$ cat config.mk
export PLATFORM = sky130hd
export DESIGN_NAME = mark_release_stack_allocator
export DESIGN_NICKNAME = d
export VERILOG_FILES = /design/src/rtl/mrsa_pkg.sv /design/src/rtl/mrsa_csr.sv /design/src/rtl/mrsa_mark_mem.sv /design/src/rtl/mrsa_exec.sv /design/src/rtl/mark_release_stack_allocator.sv
export SDC_FILE = /design/constraint.sdc
export NUM_CORES = 1
export LEC_CHECK = 0
export BUFFER_PORTS_ARGS = -buffer_cell sky130_fd_sc_hd__buf_2
export CORE_MARGIN = 8
export CORE_UTILIZATION = 54
export DETAILED_ROUTE_END_ITERATION = 8
export GPL_TIMING_DRIVEN = 1
export PLACE_DENSITY_LB_ADDON = 0.2
export SLEW_MARGIN = 20
export SYNTH_ARGS = -nofsm -noshare
export SYNTH_HDL_FRONTEND = slang
export SYNTH_SLANG_ARGS = --single-unit
$ cat constraint.sdc
create_clock -name clock -period 4.9 [get_ports clock]
set_clock_uncertainty 0.05 [all_clocks]
set_input_delay 0.98 -clock clock [delete_from_list [all_inputs] [get_ports clock]]
set_output_delay 0.98 -clock clock [all_outputs]
set_load 0.01 [all_outputs]
$ cat src/rtl/mrsa_pkg.sv
// ----------------------------------------------------------------------------
// mrsa_pkg
// Shared types and codes of the mark/release stack allocator.
// ----------------------------------------------------------------------------
package mrsa_pkg;

   // offset and usage widths
   localparam int OFFSET_WIDTH = 16;
   localparam int USAGE_WIDTH  = OFFSET_WIDTH + 1;
   localparam int STATUS_WIDTH = 3;
   localparam int CSR_WIDTH    = 32;
   localparam int ADDR_WIDTH   = 3;

   // operation codes
   localparam logic [1:0] OP_ENTER = 2'd0;
   localparam logic [1:0] OP_ALLOC = 2'd1;
   localparam logic [1:0] OP_EXIT  = 2'd2;
   localparam logic [1:0] OP_NOP   = 2'd3;

   // status codes
   localparam logic [STATUS_WIDTH-1:0] STATUS_OK       = 3'd0;
   localparam logic [STATUS_WIDTH-1:0] STATUS_DISABLED = 3'd1;
   localparam logic [STATUS_WIDTH-1:0] STATUS_NO_ROOM  = 3'd2;
   localparam logic [STATUS_WIDTH-1:0] STATUS_FULL     = 3'd3;
   localparam logic [STATUS_WIDTH-1:0] STATUS_EMPTY    = 3'd4;

   // register index (address bit 2)
   localparam logic REG_ENABLED     = 1'b0;
   localparam logic REG_REGION_SIZE = 1'b1;

   // round-up mask for four byte alignment
   localparam int ALIGN_MASK = 3;

   typedef struct packed {
      logic                    enabled;
      logic [OFFSET_WIDTH-1:0] region_size;
      logic                    clear;
   } csr_type;

   typedef struct packed {
      logic [OFFSET_WIDTH-1:0] granted_offset;
      logic                    granted;
      logic [STATUS_WIDTH-1:0] status;
      logic [USAGE_WIDTH-1:0]  usage;
      logic [OFFSET_WIDTH-1:0] peak;
   } rsp_type;

endpackage

$ cat src/rtl/mrsa_csr.sv
// ----------------------------------------------------------------------------
// mrsa_csr
// APB-style register block: enable and region size. A write of the enable
// register also clears the allocator counters.
// ----------------------------------------------------------------------------
module mrsa_csr (
   input  logic                                clock,
   input  logic                                reset,
   input  logic                                psel,
   input  logic                                penable,
   input  logic                                pwrite,
   input  logic                                reg_index,
   input  logic [mrsa_pkg::CSR_WIDTH-1:0]      pwdata,
   output logic [mrsa_pkg::CSR_WIDTH-1:0]      prdata,
   output mrsa_pkg::csr_type                   csr
);
   import mrsa_pkg::*;

   logic                    enabled_ff, enabled_in;
   logic [OFFSET_WIDTH-1:0] region_ff, region_in;
   logic                    wr;

   // write strobe, pready is tied high
   assign wr = psel & penable & pwrite;

   always_comb begin
      enabled_in = enabled_ff;
      region_in  = region_ff;
      if (wr) begin
         unique case (reg_index)
            REG_ENABLED:     enabled_in = pwdata[0];
            REG_REGION_SIZE: region_in  = pwdata[OFFSET_WIDTH-1:0];
            default:         enabled_in = enabled_ff;
         endcase
      end
   end

   always_ff @(posedge clock) begin
      if (reset) begin
         enabled_ff <= 1'b0;
         region_ff  <= '0;
      end else begin
         enabled_ff <= enabled_in;
         region_ff  <= region_in;
      end
   end

   // read mux
   always_comb begin
      unique case (reg_index)
         REG_ENABLED:     prdata = {{(CSR_WIDTH-1){1'b0}}, enabled_ff};
         REG_REGION_SIZE: prdata = {{(CSR_WIDTH-OFFSET_WIDTH){1'b0}}, region_ff};
         default:         prdata = '0;
      endcase
   end

   assign csr.enabled     = enabled_ff;
   assign csr.region_size = region_ff;
   assign csr.clear       = wr & (reg_index == REG_ENABLED);

endmodule

$ cat src/rtl/mrsa_mark_mem.sv
// ----------------------------------------------------------------------------
// mrsa_mark_mem
// Mark stack storage: one write port, one read port, registered read data.
// ----------------------------------------------------------------------------
module mrsa_mark_mem #(
   parameter int DEPTH = 16,
   parameter int AW    = 4,
   parameter int WIDTH = 17
) (
   input  logic             clock,
   input  logic             wr_en,
   input  logic [AW-1:0]    wr_addr,
   input  logic [WIDTH-1:0] wr_data,
   input  logic             rd_en,
   input  logic [AW-1:0]    rd_addr,
   output logic [WIDTH-1:0] rd_data
);

   logic [WIDTH-1:0] mem_ff [DEPTH];
   logic [WIDTH-1:0] rd_data_ff;

   // write port
   always_ff @(posedge clock) begin
      if (wr_en) begin
         mem_ff[wr_addr] <= wr_data;
      end
   end

   // read port, registered read data
   always_ff @(posedge clock) begin
      if (rd_en) begin
         rd_data_ff <= mem_ff[rd_addr];
      end
   end

   assign rd_data = rd_data_ff;

endmodule

$ cat src/rtl/mrsa_exec.sv
// ----------------------------------------------------------------------------
// mrsa_exec
// Execute stage: offset, peak and mark depth registers, the fit check and
// round-up, and the mark stack write and read addressing.
// ----------------------------------------------------------------------------
module mrsa_exec #(
   parameter int MARK_DEPTH = 16
) (
   input  logic                                  clock,
   input  logic                                  reset,
   input  mrsa_pkg::csr_type                     csr,
   input  logic                                  fire,
   input  logic [1:0]                            op,
   input  logic [mrsa_pkg::OFFSET_WIDTH-1:0]     req,
   input  logic [mrsa_pkg::USAGE_WIDTH-1:0]      rd_data,
   output logic [$clog2(MARK_DEPTH)-1:0]         rd_addr,
   output logic                                  wr_en,
   output logic [$clog2(MARK_DEPTH)-1:0]         wr_addr,
   output logic [mrsa_pkg::USAGE_WIDTH-1:0]      wr_data,
   output mrsa_pkg::rsp_type                     result
);
   import mrsa_pkg::*;

   localparam int DW        = $clog2(MARK_DEPTH + 1);
   localparam int AW        = $clog2(MARK_DEPTH);
   localparam int END_WIDTH = USAGE_WIDTH + 1;

   logic [USAGE_WIDTH-1:0]  offset_ff, offset_in;
   logic [OFFSET_WIDTH-1:0] peak_ff, peak_in;
   logic [DW-1:0]           depth_ff, depth_in;
   logic [DW-1:0]           depth_less;
   logic [END_WIDTH-1:0]    end_sum;
   logic [END_WIDTH-1:0]    round_sum;
   logic                    fits;
   logic                    full;
   logic                    empty;
   logic [STATUS_WIDTH-1:0] status;
   logic                    granted;
   logic                    push;

   // fit check at full width and round-up to four bytes
   assign end_sum   = {1'b0, offset_ff} + {{(END_WIDTH-OFFSET_WIDTH){1'b0}}, req};
   assign fits      = end_sum <= {{(END_WIDTH-OFFSET_WIDTH){1'b0}}, csr.region_size};
   assign round_sum = (end_sum + END_WIDTH'(ALIGN_MASK)) & ~END_WIDTH'(ALIGN_MASK);

   assign full       = depth_ff >= DW'(MARK_DEPTH);
   assign empty      = depth_ff == '0;
   assign depth_less = depth_ff - DW'(1);

   // next state of one item
   always_comb begin
      offset_in = offset_ff;
      peak_in   = peak_ff;
      depth_in  = depth_ff;
      status    = STATUS_OK;
      granted   = 1'b0;
      push      = 1'b0;
      if (!csr.enabled) begin
         status = STATUS_DISABLED;
      end else begin
         unique case (op)
            OP_ENTER: begin
               if (full) begin
                  status = STATUS_FULL;
               end else begin
                  push     = 1'b1;
                  depth_in = depth_ff + DW'(1);
               end
            end
            OP_ALLOC: begin
               if (fits) begin
                  granted   = 1'b1;
                  offset_in = round_sum[USAGE_WIDTH-1:0];
                  if (end_sum > {{(END_WIDTH-OFFSET_WIDTH){1'b0}}, peak_ff}) begin
                     peak_in = end_sum[OFFSET_WIDTH-1:0];
                  end
               end else begin
                  status = STATUS_NO_ROOM;
               end
            end
            OP_EXIT: begin
               if (empty) begin
                  status = STATUS_EMPTY;
               end else begin
                  depth_in  = depth_less;
                  offset_in = rd_data;
               end
            end
            OP_NOP: status = STATUS_OK;
            default: status = STATUS_OK;
         endcase
      end
   end

   // state registers, enable write clears them
   always_ff @(posedge clock) begin
      if (reset || csr.clear) begin
         offset_ff <= '0;
         peak_ff   <= '0;
         depth_ff  <= '0;
      end else if (fire) begin
         offset_ff <= offset_in;
         peak_ff   <= peak_in;
         depth_ff  <= depth_in;
      end
   end

   // mark stack addressing: push writes at depth, pop reads depth - 1
   assign wr_en   = fire & push;
   assign wr_addr = depth_ff[AW-1:0];
   assign wr_data = offset_ff;
   assign rd_addr = depth_less[AW-1:0];

   assign result.granted_offset = granted ? offset_ff[OFFSET_WIDTH-1:0] : '0;
   assign result.granted        = granted;
   assign result.status         = status;
   assign result.usage          = offset_in;
   assign result.peak           = peak_in;

endmodule

$ cat src/rtl/mark_release_stack_allocator.sv
// ----------------------------------------------------------------------------
// mark_release_stack_allocator
// Bump allocator over a configured region with a stack of saved marks.
// ----------------------------------------------------------------------------
// Usage:
//   Request channel (req_valid / req_stall) carries an operation (enter,
//   alloc, exit) and a byte count; each item yields exactly one result on
//   the response channel (rsp_valid / rsp_stall).
//   The accepting edge also issues the mark stack memory read. In the
//   next cycle the read data is valid; the item executes once the output
//   register is free, and its result is loaded into that register, which
//   drives rsp_valid. The execute slot frees on the edge that loads the
//   result, and only after that can the next item be accepted; no item is
//   accepted while another one is in execute.
//   req_stall is high while an item sits in the execute stage. If the
//   receiver stalls, the result waits in the output register; one more
//   item may be accepted and waits in execute until the register frees.
//   Reset clears the enable and region size registers, the offset, peak
//   and mark depth; mark stack contents are not cleared (entries are
//   only read after being pushed). Writing the enable register clears
//   offset, peak and mark depth. Configure only while idle.
// ----------------------------------------------------------------------------
module mark_release_stack_allocator #(
   parameter int MARK_DEPTH = 16
) (
   input  logic                                 clock,
   input  logic                                 reset,
   // request channel
   input  logic                                 req_valid,
   output logic                                 req_stall,
   input  logic [1:0]                           req_operation,
   input  logic [mrsa_pkg::OFFSET_WIDTH-1:0]    req_request_bytes,
   // response channel
   output logic                                 rsp_valid,
   input  logic                                 rsp_stall,
   output logic [mrsa_pkg::OFFSET_WIDTH-1:0]    rsp_granted_offset,
   output logic                                 rsp_granted,
   output logic [mrsa_pkg::STATUS_WIDTH-1:0]    rsp_status,
   output logic [mrsa_pkg::USAGE_WIDTH-1:0]     rsp_usage,
   output logic [mrsa_pkg::OFFSET_WIDTH-1:0]    rsp_peak,
   // register port
   input  logic                                 psel,
   input  logic                                 penable,
   input  logic                                 pwrite,
   input  logic [mrsa_pkg::ADDR_WIDTH-1:0]      paddr,
   input  logic [mrsa_pkg::CSR_WIDTH-1:0]       pwdata,
   output logic [mrsa_pkg::CSR_WIDTH-1:0]       prdata,
   output logic                                 pready
);
   import mrsa_pkg::*;

   localparam int AW = $clog2(MARK_DEPTH);

   csr_type                 csr;
   logic                    busy_ff, busy_in;
   logic [1:0]              op_ff;
   logic [OFFSET_WIDTH-1:0] req_ff;
   logic                    rsp_valid_ff, rsp_valid_in;
   rsp_type                 rsp_ff;
   rsp_type                 result;
   logic                    accept;
   logic                    fire;
   logic [AW-1:0]           rd_addr;
   logic [AW-1:0]           wr_addr;
   logic                    wr_en;
   logic [USAGE_WIDTH-1:0]  wr_data;
   logic [USAGE_WIDTH-1:0]  rd_data;

   assign pready = 1'b1;

   mrsa_csr u_csr (
      .clock     (clock),
      .reset     (reset),
      .psel      (psel),
      .penable   (penable),
      .pwrite    (pwrite),
      .reg_index (paddr[2]),
      .pwdata    (pwdata),
      .prdata    (prdata),
      .csr       (csr)
   );

   // handshake: one item in execute at a time
   assign req_stall    = busy_ff;
   assign accept       = req_valid & ~busy_ff;
   assign fire         = busy_ff & (~rsp_valid_ff | ~rsp_stall);
   assign busy_in      = accept | (busy_ff & ~fire);
   assign rsp_valid_in = fire | (rsp_valid_ff & rsp_stall);

   always_ff @(posedge clock) begin
      if (reset) begin
         busy_ff      <= 1'b0;
         rsp_valid_ff <= 1'b0;
      end else begin
         busy_ff      <= busy_in;
         rsp_valid_ff <= rsp_valid_in;
      end
   end

   // item and result holding registers
   always_ff @(posedge clock) begin
      if (accept) begin
         op_ff  <= req_operation;
         req_ff <= req_request_bytes;
      end
      if (fire) begin
         rsp_ff <= result;
      end
   end

   mrsa_mark_mem #(
      .DEPTH (MARK_DEPTH),
      .AW    (AW),
      .WIDTH (USAGE_WIDTH)
   ) u_mark_mem (
      .clock   (clock),
      .wr_en   (wr_en),
      .wr_addr (wr_addr),
      .wr_data (wr_data),
      .rd_en   (accept),
      .rd_addr (rd_addr),
      .rd_data (rd_data)
   );

   mrsa_exec #(
      .MARK_DEPTH (MARK_DEPTH)
   ) u_exec (
      .clock   (clock),
      .reset   (reset),
      .csr     (csr),
      .fire    (fire),
      .op      (op_ff),
      .req     (req_ff),
      .rd_data (rd_data),
      .rd_addr (rd_addr),
      .wr_en   (wr_en),
      .wr_addr (wr_addr),
      .wr_data (wr_data),
      .result  (result)
   );

   assign rsp_valid          = rsp_valid_ff;
   assign rsp_granted_offset = rsp_ff.granted_offset;
   assign rsp_granted        = rsp_ff.granted;
   assign rsp_status         = rsp_ff.status;
   assign rsp_usage          = rsp_ff.usage;
   assign rsp_peak           = rsp_ff.peak;

endmodule

==> results of run 1 <==
final cells by class:
cell class	count	area, sq um	area share, %
Sequential cell	417	12000	55.9
Multi-Input combinational cell	700	6110	28.6
Clock buffer	53	1160	5.45
Timing Repair Buffer	185	1160	5.42
Tap cell	448	561	2.62
Clock inverter	26	224	1.05
Inverter	57	218	1.02
cells in the mapped netlist, types with 24 or more instances:
master,n
edfxtp_1,360
o21ai_0,29
inv_1,55
nand2_1,76
dfxtp_1,57
clkbuf_1,40
nand4_1,24
nor2_1,70
nand3_1,29
a21oi_1,71
mux4_2,85
ha_1,56
metal layers:
layer	track usage (%)	part of all wire (%)	up-vias
li1	-	-	5107
met1	28.7	41	5674
met2	36.0	48	493
met3	4.07	7.9	101
met4	8.09	3.5	0
met5	0	0	-
tightest hold or removal path, stage by stage (launching register included):
cell and delay (ns):
dfxtp_1 0.31, nand2_1 0.05, a21oi_1 0.05
kinds of logic (layout without fill, tap and decap cells):
logic type               Yosys count  after routing  synth area share [%]
buffers and inverters            132            321                  3.11
flip-flops                       417            417                  64.9
AO/OA/AOI/OAI                    222            222                  7.86
XOR/XNOR                          25             25                  1.23
multiplexers                     101            101                  11.4
adder cells (fa/ha/maj)           57             57                  3.91
AND/OR/NAND/NOR                  278            278                  7.61
other                              2             17                0.0408
stage by stage:
stage	power (mW)	hold slack, ns
finish	7.56	0.406
global route	7.78	0.427
CTS	7.59	0.407
detailed placement	4.42	0.399
global placement	4.41	0.392
floorplan	4.26	0.386
report_power, final:
part           internal [mW]  switching (mW)  leakage [nW]
clock network           1.82            1.38         0.672
registers               3.88          0.0200          3.64
logic                  0.162           0.309          3.00
total                   5.86            1.71          7.31
how the worst max path moves through the flow:
stage	from	cells after the start	slack, ns	end
floorplan	u_exec.wr_data[0]$_SDFFE_PP0P_	18	0.002	rsp_peak[0]$_DFFE_PP_
finish	req_ff[0]$_DFFE_PP_	18	0.23	rsp_usage[14]$_DFFE_PP_
CTS	req_ff[0]$_DFFE_PP_	18	0.008	u_exec.peak_ff[13]$_SDFFE_PP0P_
global route	req_ff[0]$_DFFE_PP_	21	-0.02	u_exec.peak_ff[2]$_SDFFE_PP0P_
detailed placement	req_ff[0]$_DFFE_PP_	19	-0.004	rsp_usage[3]$_DFFE_PP_
global placement	req_ff[0]$_DFFE_PP_	18	-0.02	rsp_usage[9]$_DFFE_PP_
registers in the layout, indices dropped and copies added, names as in the netlist:
name,cells
u_mark_mem.mem_ff,272
rsp_usage,17
u_exec.wr_data,17
u_mark_mem.rd_data,17
req_ff,16
rsp_granted_offset,16
rsp_peak,16
u_csr.region_ff,16
u_exec.peak_ff,16
u_exec.depth_ff,5
rsp_status,3
op_ff,2
req_stall,1
rsp_granted,1
rsp_valid,1
u_csr.enabled_ff,1
repair_timing:
item,in CTS,in global routing
pin swaps,0,5
hold endpoints to repair,0,0
endpoints found under the setup margin,11,76
hold buffers,0,0
resized for setup,3,19
buffers inserted,0,2
==> metrics.md, run 1 <==
| Metric | Value |
|---|---|
| Status | finished clean |
| IO Pins | 148 |
| Fill cells | 2480 |
| Slew @ Worst Pin | roughly 1.1 ns |
| Async SR Flop Fraction | 0% |
| RR Endpoint | rsp_usage[14]$_DFFE_PP_ |
| Vias in the first global route | ~11000 |
| Slowest CP cell | fa_1 |
| Final setup fails | 0 |
| Clock Latency Late Sink | 0.56 ns |
| Diode count | 0 |
| First-pass GRT wire length | 68.2 mm |
| Area contributors post-synth | edfxtp_1 (59%), mux4_2 (10%), dfxtp_1 (6.2%) |
| CP Buf/Inv Count | 2 |
| Largest net degree at the start of global routing | 87 |
| Tcrit/Tclk final | a little over nine tenths |
| Vias | 11400 |
| Worst path cell trace | ha_2 -> fa_1 -> a21o_1 -> a221oi_4 -> buf_4 -> a21oi_1 -> o21a_1 -> nor2_4 -> ha_1 -> a21oi_1 -> o21ai_0 -> and3_1 -> nor4_2 -> buf_4 -> a21bo_2 -> nand2_1 -> o21ai_0 -> o21ai_1 |
| Residual DRC | 0 |
| Layout Utilization | between 60 and 70% |
| Vias per std cell | between 6 and 7 |
| Top-area cell type share of the netlist area | 58.7% |
| Port Buf Inserts | between 100 and 150 |
| CP Capture Type | flip-flop |
| Leakage | 7.31 nW |
| Wire length per cell | between 20 and 25 um |
| Placed instance area | around 20000 sq um |
| RSZ-0062 raised after global routing | true |
| Critical Path AT | between 4 and 5 ns |
| Clock tree buffer depth | 3 |
| CTS tree | done |
| CP top delay family | compound AO/OA/AOI/OAI gates |
| Die height | 201 um |
| Worst-path clk slew | around 0.060 ns |
| CTS H-tree lvls | 2 |
| Initial DRC count | between 900 and 1000 |
| Worst R2R Setup Slack | 0.23 ns |
| Clk root buf | clkbuf_16 |
| Design Area, Final | approximately 21000 sq um |
| Num CTS Buffers | 44 |
| Fin cells | around 1900 |
| Max incr delay on CP | ~0.4 ns |
| Worst vdd ir | 332 uV |
| Number of flops mapped to enable cells by yosys | 360 |
| Final max-slew violation count | 0 |
| Placer Congestion | approximately 0.9 |
| Max frequency | ~0.21 GHz |
| Core ar. | 33500 sq um |
| Antenna viol nets, final | 0 |
| Die W | between 200 and 250 um |
| Most used DFF post-synth | edfxtp_1 |
| # rows | 67 |
| Hold path cells | 2 |
| Setup ws final | between 0.2 and 0.25 ns |
| Commonest cells after routing, fill and taps aside | edfxtp_1 (360), buf_2 (112), mux4_2 (85) |
| FF-to-FF Start | req_ff[0]$_DFFE_PP_ |
| Grt total ovfl | 0 |
| Commonest non-fill, non-tap cell in the layout | edfxtp_1 |
| HP Class | flip-flop to flip-flop |
| Unique masters post-synth | 83 |
| Kind of critical path | flip-flop to flip-flop |
| R2R depth | 18 |
| All-Layer GR Usage | 21.8% |
| Worst-path fanout max | 7 |
| Slew HR | roughly 28% |
| Final nets | roughly 1500 |
| Worst slack, placed | -0.00380 ns |
| Seq/Total Area, Yosys | between 60% and 70% |
| Max-Cap Viols | 0 |
| Layout area overhead | 16.1% |
| Post-synthesis sequential element count | roughly 420 |
| Dpl cells | 1805 |
| Hold Fails Final Rpt | 0 |
| Area leader, netlist | edfxtp_1 |
| Synthesized area | ~18000 sq um |
| Initial antenna violation count | 0 |
| CP Launch Type | flip-flop |
| TritonCTS Sinks | approximately 420 |
| Share of post-route cells with drive strength above 1 | a little over a quarter |
| Starting Density | a little over half |
| HPWL after DPL | approximately 30 mm |
| Synth warnings | 0 |
| Hold path endpoint | u_csr.region_ff[8]$_SDFFE_PP0P_ |
| Die Footprint | about 40000 sq um |
| Mapped Avg Cell Area | about 15 sq um |
| Final Critical Period | 4.67 ns |
| Setup TNS after final layout | 0 ns |
| Hold Startpoint | u_csr.region_ff[8]$_SDFFE_PP0P_ |
| DR pass1 iterations | 5 |
| Worst Path Required | approximately 5 ns |
| Pwr per Cell Area | ~350 nW/um^2 |
| Post-Synthesis Cells | ~1200 |
| Post-Route WL | around 45 mm |
Note: power is estimated with default switching activity, not from simulation.
==> run 2, diff against run 1 <==
Settings changed: CELL_PAD_IN_SITES_DETAIL_PLACEMENT set to 0, CELL_PAD_IN_SITES_GLOBAL_PLACEMENT set to 1.
Clock period 4.9 ns to 5.53 ns, I/O delays scaled along.
==> run 2 against run 1 <==
- non-clock buffer count fell by 20
- die area did not move
- routed wire length grew 1.5%
- power down 12%
- critical path depth did not move
- clock power down 12%
- register-to-register slack better by 0.16 ns
- worst hold slack got worse by 0.00095 ns
- sequential share of layout area up 0.83 points
==> metrics.md, run 2 (same netlist as run 1, synthesis figures left out) <==
| Metric | Value |
|---|---|
| Port Buf Inserts | 112 (unchanged) |
| Max reg flops | 272 (unchanged) |
| Die W | 201 um (unchanged) |
| Max frequency | 0.195 GHz (-9.1%) |
| TritonCTS Sinks | 417 (unchanged) |
| Vias in the first global route | 11100 (-2.8%) |
| Share of post-route cells with drive strength above 1 | 24.5% (-3.0 points) |
| Worst Path Required | 5.77 ns (+0.64 ns) |
| Cts hold-fix bufs | 0 (unchanged) |
| Design Area, Final | 21100 sq um (-1.5%) |
| Dpl cells | 1787 (-1.0%) |
| Die height | 201 um (unchanged) |
| Final Critical Period | 5.14 ns (+0.468 ns) |
| CP Launch Type | flip-flop |
| Clock tree buffer depth | 3 (unchanged) |
| Tcrit/Tclk final | 92.9% (-2.4 points) |
| Grt total ovfl | 0 (unchanged) |
| RSZ-0062 raised after global routing | false |
| Commonest non-fill, non-tap cell in the layout | edfxtp_1 |
| DR pass1 iterations | 5 (unchanged) |
| Critical Path AT | 5.38 ns (+0.48 ns) |
| Slowest CP cell | a2111oi_1 |
| Vias per std cell | 6.00 (-0.53%) |
| Core ar. | 33500 sq um (unchanged) |
| Commonest cells after routing, fill and taps aside | edfxtp_1 (360), buf_2 (112), mux4_2 (85) |
| Vias | 11200 (-1.6%) |
| CTS tree | done |
| Setup TNS after final layout | 0 ns (unchanged) |
| # rows | 67 (unchanged) |
| Final setup fails | 0 (unchanged) |
| Clock Latency Late Sink | 0.55 ns (about the same) |
| Leakage | 7.17 nW (-2.0%) |
| Clk root buf | clkbuf_16 |
| Fin cells | 1865 (-1.1%) |
| Max incr delay on CP | 0.46 ns (+0.06 ns) |
| Multi-input gate area | 6020 sq um (-1.5%) |
| Worst-path clk slew | 0.07 ns (about the same) |
| Layout Utilization | 62.9% (-0.93 points) |
| CTS H-tree lvls | 2 (unchanged) |
| Slew HR | 30.3% (+2.3 points) |
| CP Capture Type | flip-flop |
| Antenna viol nets, final | 0 (unchanged) |
| Starting Density | 54.9% (unchanged) |
| First-pass GRT wire length | 68.3 mm (+0.23%) |
| Layout area overhead | 14.4% |
| Initial DRC count | 945 (-3.6%) |
| Final max-slew violation count | 0 (unchanged) |
| Fill cells | 2534 (+2.2%) |
| Num CTS Buffers | 43 (-2.3%) |
| Reg with most FFs | u_mark_mem.mem_ff |
| Largest net degree at the start of global routing | 87 (unchanged) |
| Placer Congestion | 0.944 (+6.7%) |
| Pwr per Cell Area | 316 nW/um^2 (-11%) |
| Residual DRC | 0 (unchanged) |
| Diode count | 0 (unchanged) |
| Die Footprint | 40300 sq um (unchanged) |
| Worst vdd ir | 238 uV (-28%) |
| Wire length per cell | 24.5 um (+2.6%) |
| All-Layer GR Usage | 22.3% (+0.41 points) |
| Final nets | 1501 (-1.4%) |
| Status | finished clean |
| IO Pins | 148 (unchanged) |
| Max-Cap Viols | 0 (unchanged) |
| HP Class | flip-flop to flip-flop |
| Initial antenna violation count | 0 (unchanged) |
| Seq. cell area | 12000 sq um (about the same) |
| Placed instance area | 19700 sq um (-0.95%) |
| Worst-path fanout max | 12 (+5) |
| Post-Route WL | 45.7 mm (+1.5%) |
| Worst path cell trace | ha_1 -> fa_1 -> a21o_1 -> a221oi_2 -> o21ai_0 -> xnor2_1 -> inv_1 -> ha_1 -> o21ai_0 -> nor2_1 -> a2111oi_1 -> nor4_1 -> nor4_1 -> buf_4 -> a21bo_2 -> nand2_1 -> a21oi_1 -> inv_1 |
| Hold Fails Final Rpt | 0 (unchanged) |
| Slew @ Worst Pin | 1.05 ns (-0.0304 ns) |
| HPWL after DPL | 30.1 mm (+1.9%) |
| Kind of critical path | flip-flop to flip-flop |
[run 2: path summary, 6_finish.rpt]
check	start	end	slack, ns	cells after the start
max	req_ff[0]$_DFFE_PP_	rsp_usage[7]$_DFFE_PP_	0.39	18
min reg2reg	u_csr.region_ff[14]$_SDFFE_PP0P_	u_csr.region_ff[14]$_SDFFE_PP0P_	0.40	2
min	u_csr.region_ff[14]$_SDFFE_PP0P_	u_csr.region_ff[14]$_SDFFE_PP0P_	0.40	2
max reg2reg	req_ff[0]$_DFFE_PP_	rsp_usage[7]$_DFFE_PP_	0.39	18
[run 2: final cells by class]
cell class / instances / area share [%]
clock inverters: 22 / 1.09
flip-flops and latches: 417 / 56.7
clock buffers: 56 / 5.34
repair buffers: 165 / 4.61
well taps: 448 / 2.66
multi-input cells: 700 / 28.6
inverters: 57 / 1.03
[run 2: repair_timing]
| action | CTS | global route |
|---|---|---|
| setup buffers | 0 | 0 |
| gates resized for setup | 0 | 4 |
| endpoints found under the setup margin | 0 | 31 |
[run 2: where the power goes]
part	leakage [nW]	internal (mW)	switching, mW
sequential	3.64	3.44	0.0208
combinational	2.87	0.129	0.267
clock	0.656	1.63	1.18
[run 2: per-layer routing]
layer  track usage (%)  vias to the layer above  share of wire, %
li1                  -                     5064                 -
met1              27.9                     5654                41
met2              38.0                      366                49
met3              3.49                      105               5.1
met4              9.65                        0               4.3
met5                 0                        -                 0
[run 2: critical path: cells and delay by family, from the launching register on]
kind | cells | cell delay (ns)
compound gates | 7 | 1.87
fa+ha+maj | 3 | 1.03
simple gates | 4 | 0.76
buf+inv | 3 | 0.47
flops | 1 | 0.37
xor+xnor | 1 | 0.30
[run 2: stage by stage]
step,setup slack (ns),hold WS [ns],power (mW)
5_1_grt,0.0253,0.425,6.86
3_5_place_dp,0.266,0.397,3.92
2_1_floorplan,0.299,0.386,3.77
6_report,0.392,0.405,6.66
3_3_place_gp,0.362,0.391,3.91
4_1_cts,0.233,0.405,6.71
==> run 3, diff against run 2 <==
Clock period 5.53 ns to 6.3 ns, I/O delays scaled along.
==> run 3 against run 2 <==
- critical path depth increased by 2
- global-route usage rose by 0.26 points
- highest routed layer unchanged
- largest power group unchanged
- register-to-register slack improved by 0.16 ns
- sequential share of layout area rose by 0.19 points
- clock power fell by 15%
- critical endpoint is now u_exec.peak_ff[3]$_SDFFE_PP0P_
==> metrics.md, run 3 (same netlist as run 1, synthesis figures left out) <==
| Metric | Value |
|---|---|
| Slew HR | 29.6% (-0.66 points) |
| TritonCTS Sinks | 417 (unchanged) |
| Post-Route WL | 46.0 mm (+0.55%) |
| Tcrit/Tclk final | 91.2% (-1.7 points) |
| Core ar. | 33500 sq um (unchanged) |
| Reg with most FFs | u_mark_mem.mem_ff |
| Worst vdd ir | 284 uV (+19%) |
| Vias | 11100 (-0.68%) |
| Port Buf Inserts | 112 (unchanged) |
| Status | finished clean |
| Final max-slew violation count | 0 (unchanged) |
| All-Layer GR Usage | 22.5% (+0.26 points) |
| IO Pins | 148 (unchanged) |
| Grt total ovfl | 0 (unchanged) |
| Wire length per cell | 24.8 um (+1.1%) |
| CP Launch Type | flip-flop |
| Diode count | 0 (unchanged) |
| Initial antenna violation count | 0 (unchanged) |
| Hold Fails Final Rpt | 0 (unchanged) |
| Vias in the first global route | 11300 (+1.7%) |
| Initial DRC count | 824 (-13%) |
| DR pass1 iterations | 6 (+1) |
| Max frequency | 0.174 GHz (-11%) |
| Layout Utilization | 62.6% (-0.22 points) |
| Max reg flops | 272 (unchanged) |
| Share of post-route cells with drive strength above 1 | 24.5% (+0.032 points) |
| Commonest cells after routing, fill and taps aside | edfxtp_1 (360), buf_2 (112), mux4_2 (85) |
| HPWL after DPL | 30.4 mm (+1.0%) |
| Clock tree buffer depth | 3 (unchanged) |
| Antenna viol nets, final | 0 (unchanged) |
| Die height | 201 um (unchanged) |
| Die Footprint | 40300 sq um (unchanged) |
| Layout area overhead | 14.0% |
| Max-Cap Viols | 0 (unchanged) |
| Cts hold-fix bufs | 0 (unchanged) |
| Placer Congestion | 0.904 (-4.2%) |
| Final setup fails | 0 (unchanged) |
| Vias per std cell | 5.99 (-0.14%) |
| Leakage | 7.11 nW (-0.82%) |
| Num CTS Buffers | 42 (-2.3%) |
| Worst-path fanout max | 31 (+19) |
| Largest net degree at the start of global routing | 87 (unchanged) |
| First-pass GRT wire length | 69.5 mm (+1.8%) |
| CTS tree | done |
| Fill cells | 2483 (-2.0%) |
| Clk root buf | clkbuf_16 |
| Worst-path clk slew | 0.06 ns (about the same) |
| Commonest non-fill, non-tap cell in the layout | edfxtp_1 |
| CTS H-tree lvls | 2 (unchanged) |
| Postcts setup bufs | 0 (unchanged) |
| CP Capture Type | flip-flop |
| Kind of critical path | flip-flop to flip-flop |
| Final Critical Period | 5.75 ns (+0.609 ns) |
| CTS resizes | 0 (unchanged) |
| Die W | 201 um (unchanged) |
| # rows | 67 (unchanged) |
| Pwr per Cell Area | 275 nW/um^2 (-13%) |
| Clock Latency Late Sink | 0.55 ns (about the same) |
| Critical Path AT | 6.15 ns (+0.77 ns) |
| RSZ-0062 raised after global routing | false |
| Final nets | 1495 (-0.40%) |
| HP Class | flip-flop to flip-flop |
| Starting Density | 54.9% (unchanged) |
| Slew @ Worst Pin | 1.05 ns (+0.00877 ns) |
| Worst Path Required | 6.70 ns (+0.93 ns) |
| Setup TNS after final layout | 0 ns (unchanged) |
| Residual DRC | 0 (unchanged) |
==> run 3: cell types whose count changed in the layout (fill, tap and decap cells not counted), sizes merged <==
cell      change
clkinvlp      +3
buf           -5
clkbuf        -3
inv           -2
bufinv        -2
clkinv        -1
==> run 3: cell type report <==
class                   instances  area [sq um]  share of cell area (%)
flip-flops and latches        417         12000                    56.9
clock buffers                  53          1130                    5.40
well taps                     448           561                    2.67
repair buffers                160           937                    4.46
multi-input cells             700          6010                    28.6
clock inverters                20           191                   0.911
inverters                      57           215                    1.02
==> run 3: power breakdown <==
part	leakage, nW	internal (mW)	total, mW	switching (mW)
clock	0.636	1.36	2.40	1.04
sequential	3.64	3.02	3.04	0.0211
combinational	2.83	0.111	0.343	0.233
total	7.11	4.49	5.78	1.29
==> run 3: path summary, 6_finish.rpt <==
| check | cells past startpoint | end | slack, ns | from |
|---|---|---|---|---|
| hold / removal | 2 | u_csr.region_ff[4]$_SDFFE_PP0P_ | 0.40 | u_csr.region_ff[4]$_SDFFE_PP0P_ |
| setup / recovery | 20 | u_exec.peak_ff[3]$_SDFFE_PP0P_ | 0.55 | u_exec.wr_data[0]$_SDFFE_PP0P_ |
| setup reg to reg | 20 | u_exec.peak_ff[3]$_SDFFE_PP0P_ | 0.55 | u_exec.wr_data[0]$_SDFFE_PP0P_ |
| hold reg to reg | 2 | u_csr.region_ff[4]$_SDFFE_PP0P_ | 0.40 | u_csr.region_ff[4]$_SDFFE_PP0P_ |
==> run 3: metal layers <==
layer | vias up | global-route usage (%) | routed length, um
met4 | 0 | 11.2 | 2310
met5 | - | 0 | 0
met3 | 115 | 3.11 | 2620
met1 | 5522 | 28.3 | 18400
met2 | 434 | 38.1 | 22600
li1 | 5042 | - | -
==> run 3: worst max-delay path, stage by stage (launching register included) <==
cell,delay [ns]
dfxtp_1,0.37
ha_1,0.27
fa_1,0.42
a21o_1,0.22
a221oi_2,0.41
o21ai_0,0.19
xnor2_1,0.53
inv_1,0.31
ha_1,0.36
o21ai_0,0.17
nor2_1,0.06
a2111oi_0,0.39
nor4_1,0.09
nor4_1,0.31
buf_4,0.21
and2_1,0.16
nand2_2,0.23
inv_2,0.37
buf_12,0.22
nand4_1,0.11
a21oi_1,0.18
==> run 3: through the flow <==
| step | setup slack, ns | power [mW] | std cells | hold WS [ns] | area (sq um) |
|---|---|---|---|---|---|
| finish | 0.553 | 5.78 | 1855 | 0.403 | 21000 |
| detailed placement | 0.656 | 3.43 | 1782 | 0.396 | 19700 |
| global placement | 0.642 | 3.43 | 1782 | 0.392 | 19700 |
| CTS | 0.622 | 5.82 | 1855 | 0.404 | 21000 |
| floorplan | 1.07 | 3.31 | 1249 | 0.386 | 18500 |
| global route | 0.0329 | 5.95 | 1855 | 0.424 | 21000 |
